$ cat config.mk
export PLATFORM = sky130hd
export DESIGN_NAME = stch_ram
export DESIGN_NICKNAME = d
export VERILOG_FILES = /design/src/sv/stch_ram.sv
export SDC_FILE = /design/constraint.sdc
export NUM_CORES = 2
export LEC_CHECK = 0
export BUFFER_PORTS_ARGS = -buffer_cell sky130_fd_sc_hd__buf_2
export CAP_MARGIN = 20
export CORE_MARGIN = 3
export CORE_UTILIZATION = 55
export CTS_CLUSTER_DIAMETER = 200
export DETAILED_ROUTE_END_ITERATION = 12
export PLACE_DENSITY = 0.71
export SETUP_SLACK_MARGIN = 0.15
export SLEW_MARGIN = 20
export SYNTH_ARGS = -nofsm -noshare
export SYNTH_HDL_FRONTEND = slang
export SYNTH_SLANG_ARGS = --single-unit
export TNS_END_PERCENT = 50
$ cat constraint.sdc
create_clock -name clk_i -period 5.6 [get_ports clk_i]
set_input_delay 1.12 -clock clk_i [delete_from_list [all_inputs] [get_ports clk_i]]
set_output_delay 1.12 -clock clk_i [all_outputs]
set_load 0.02 [all_outputs]
$ cat src/sv/stch_ram.sv
// generic register-file memory, one write port and two registered read ports
module stch_ram #(
  parameter int WIDTH = 64,
  parameter int DEPTH = 32
) (
  input  logic                     clk_i,
  input  logic                     we_i,
  input  logic [$clog2(DEPTH)-1:0] waddr_i,
  input  logic [WIDTH-1:0]         wdata_i,
  input  logic [$clog2(DEPTH)-1:0] raddr_a_i,
  input  logic [$clog2(DEPTH)-1:0] raddr_b_i,
  output logic [WIDTH-1:0]         rdata_a_o,
  output logic [WIDTH-1:0]         rdata_b_o
);

  logic [WIDTH-1:0] mem_q [DEPTH];

  always_ff @(posedge clk_i) begin
    if (we_i) begin
      mem_q[waddr_i] <= wdata_i;
    end
    rdata_a_o <= mem_q[raddr_a_i];
    rdata_b_o <= mem_q[raddr_b_i];
  end

endmodule

==> results.md <==
- The run finished with clean final reports.
- The static leakage is around 35 nW.
- The end-of-flow core utilization is 0.625.
- The data required time at the worst endpoint is around 6.3 ns.
- The initial antenna violation count is 19.
- Routability-driven placement finished with a final weighted congestion of 0.808.
- The total clock buffers created by CTS is roughly 220.
- Setup repair after global routing left no endpoint under its margin.
- In this run the tool buffered the top-level ports with ~210 buffer cells.
- The final setup violation count is 0.
- The hold violation count in the final report is 0.
- In this run the tightest slew margin relative to its limit is 0.156.
- The count of cells in the finished layout, fillers not included, comes to a little over 7k.
- The max-capacitance violation count is 0.
- The clock tree synthesis step divided the H-tree into 4 levels.
- For the finished layout, the period the worst path requires is 3.03 ns.
- The post-detailed-route count of antenna-violating nets is 0.
- The fraction of layout instances using a drive strength above 1 is 0.383.
- The register area is ~64,000 sq um.
- The share of synthesized area occupied by flip-flops and latches is 0.663.
- The sum of overflow across all layers after global routing is 0.
- The starting density of the core is 0.555.
- The synthesized area per cell is about 22 sq um.
- Counting flops and latches in the post-synthesis netlist gives between 2k and 2.5k.
- The die outline width is 425 um.
- The unique cell type count in the Yosys netlist is 39.
- TritonCTS built the clock tree.
- The number of placed instances with taps included is 6,807.
- The highest metal layer carrying signal wires in the routed design is met5.
- The number of buffers on the longest clock path is 3.
- The layout overhead on the synthesized area is 12.6%.
- Hold repair after CTS inserted 0 buffers.
- After detailed routing, the wire length on met1 is 104 mm.
- The highest net fanout along the worst path is 39.
- The latest clock arrival within the worst-skew pair is around 0.86 ns.
- The kind of critical path is in -> reg.
- The met3 routed wirelength is roughly 34 mm.
- The total met2 wirelength after detailed routing is 132 mm.
- The number of synthesis warnings is 0.
- The number of gates resized after CTS was 0.
- Synthesis produced about 4.4k cells.
- In the final routed layout, each cell accounts on average for around 40 um.
- After floorplanning, the core was sized to cover 174,000 sq um.
- The classification of the worst-slack hold path is in -> reg.
- For the final database, setup skew stands at 0.0528 ns.
- After the last flow step, the layout net total stands at ~4.8k.
- The number of global-route vias before repair came to around 54k.
- The worst setup path is captured at a register.
- After floorplanning, the core was divided into about 150 placement rows.
- The transition time at the pin with the least slew margin is about 1.3 ns.
- The detailed-route wire length is between 200 and 300 mm.
- Across every metal layer, demand over resource in global routing totals 0.316.
- The die is 425 um tall.
- Dividing the detail-routed via count by the number of cells gives about 7.3.
- Overall power consumption after layout is estimated at roughly 36 mW.
- The area used by multi-input combinational logic is between 30,000 and 40,000 sq um.
- Once the clock tree was built, the setup fixing pass inserted 0 buffers.
- Clock-pin slew was measured on the worst setup and hold paths at 0.06 ns.
- After filler insertion, the fill cell instance count of the layout stands at 11.8k.
- The worst path arrival time is approximately 3.7 ns.
- Along the worst hold path, the cell count comes to 1.
- The final number of max-transition violations is 0.
- Summing every instance area after synthesis gives between 90,000 and 100,000 sq um.
- For the worst flop-to-flop path, the logic depth is 3.
- In this run the count of I/O pins placed on the die edge is 209.
- The power density of the placed cells is 330 nW/um^2.
- The first detailed-routing pass took 5 iterations.
- The final sum of negative setup slack is 0 ns.
- The final hold slack is 0.741 ns.
- The DRC marker count from the first detailed-route iteration is between 7k and 8k.
- The die covers approximately 180,000 sq um.
- VDD sags by at most ~0.31 mV.
- The part of the cycle the worst path needs is 0.541.
- Entering global routing, the biggest net connects 110 pins.
- The number of sinks handled by clock tree synthesis is around 2.2k.
- The remaining routing DRC violations is 0.
- Derived from the worst setup path, the maximum achievable clock frequency is between 300 and 400 MHz.
- The cell at the root of the clock tree is clkbuf_16.
- The worst setup path is launched from a primary input.
- For this block, the via count after detailed routing is between 50k and 60k.
- The number of nets in the synthesized netlist is about 4.5k.
- The detailed placer's ending HPWL is 155 mm.
- The first global-routing pass estimated roughly 400 mm of wire.
-- state kept, by name (all words and copies together) (netlist names) --
signal / count
rdata_a_o: 64
mem_q: 2048
rdata_b_o: 64
-- area by class of cell --
type,count,share of cell area
clock buffers,273,0.0530
clock inverters,137,0.0138
multi-input cells,1917,0.286
inverters,1,0.000103
repair buffers,389,0.0319
diodes,16,0.000368
flip-flops and latches,2176,0.588
well taps,2325,0.0267
-- layout by cell type (no fill, tap or decap), drive strengths merged, types with 16 or more instances in the layout --
cell	netlist	routed
diode	0	16
nor2b	19	19
mux4	1039	1039
mux2	56	56
a22oi	18	18
bufinv	0	22
edfxtp	2048	2048
a32o	38	38
o22ai	38	38
mux2i	362	362
buf	255	388
nor2	46	46
clkinv	1	92
dfxtp	128	128
o21a	22	22
nand2	87	87
clkbuf	92	274
a221oi	93	93
a22o	33	33
-- routing by layer --
layer  up-vias  track usage
met5         -            0
met4        10        0.120
met3       609       0.0678
met2      3692        0.486
met1     28300        0.453
li1      20100            -
-- power breakdown --
group	total, mW	switching, mW	leakage, nW	internal [mW]
sequential	18.3	0.185	19.5	18.1
combinational	2.89	1.65	12.0	1.24
clock	14.7	6.37	3.55	8.38
-- per-stage QoR --
step           area (sq um)  setup WS, ns
3_5_place_dp         102000          1.77
3_3_place_gp         101000          1.73
2_1_floorplan         96700         0.658
6_report             109000          2.57
5_1_grt              109000          2.49
4_1_cts              109000          2.68
-- cell usage after synthesis, drive strengths merged --
| cell | n | share of area |
|---|---|---|
| clkinv | 1 | 0.000039 |
| or3b | 3 | 0.00027 |
| nor2b | 19 | 0.0012 |
| a211o | 4 | 0.00036 |
| buf | 255 | 0.015 |
| a32oi | 4 | 0.00036 |
| nand3b | 5 | 0.00039 |
| mux4 | 1039 | 0.24 |
| a221oi | 93 | 0.0084 |
| and2 | 5 | 0.00032 |
| nor4 | 4 | 0.00026 |
| a32o | 38 | 0.0039 |
| a21o | 4 | 0.00031 |
| or2 | 2 | 0.00013 |
| a2111oi | 4 | 0.00036 |
| nand2 | 87 | 0.0034 |
| o221ai | 4 | 0.00036 |
| nor2 | 46 | 0.0018 |
| o41ai | 4 | 0.00036 |
| dfxtp | 128 | 0.027 |
| o21a | 22 | 0.0017 |
| nor3 | 1 | 0.000052 |
| mux2i | 362 | 0.037 |
| and3 | 4 | 0.00026 |
| a21oi | 4 | 0.00021 |
| a22o | 33 | 0.0030 |
| a22oi | 18 | 0.0014 |
| clkbuf | 92 | 0.0036 |
| mux2 | 56 | 0.0065 |
| nand2b | 4 | 0.00026 |
| or3 | 2 | 0.00013 |
| a211oi | 6 | 0.00047 |
| edfxtp | 2048 | 0.64 |
| o22ai | 38 | 0.0025 |
| nand3 | 2 | 0.00010 |
-- final timing paths --
kind,start,endpoint,slack [ns]
min,wdata_i[25],mem_q[9][25],0.74
max reg2reg,mem_q[12][19],rdata_b_o[19],3.86
min reg2reg,mem_q[23][15],rdata_a_o[15],0.83
max,raddr_b_i[2],rdata_b_o[61],2.57
-- kinds of logic after synthesis --
family | synth area share
AO/OA/AOI/OAI | 0.0237
multiplexers | 0.286
AND/OR/NAND/NOR | 0.00857
flip-flops | 0.663
buffers and inverters | 0.0189
-- worst max-delay path, cell delays in order --
cell,delay (ns)
buf_4,0.72
and2_4,1.09
buf_4,0.37
a32o_1,0.25
a221oi_1,0.06
Note: power is estimated with default switching activity, not from simulation.
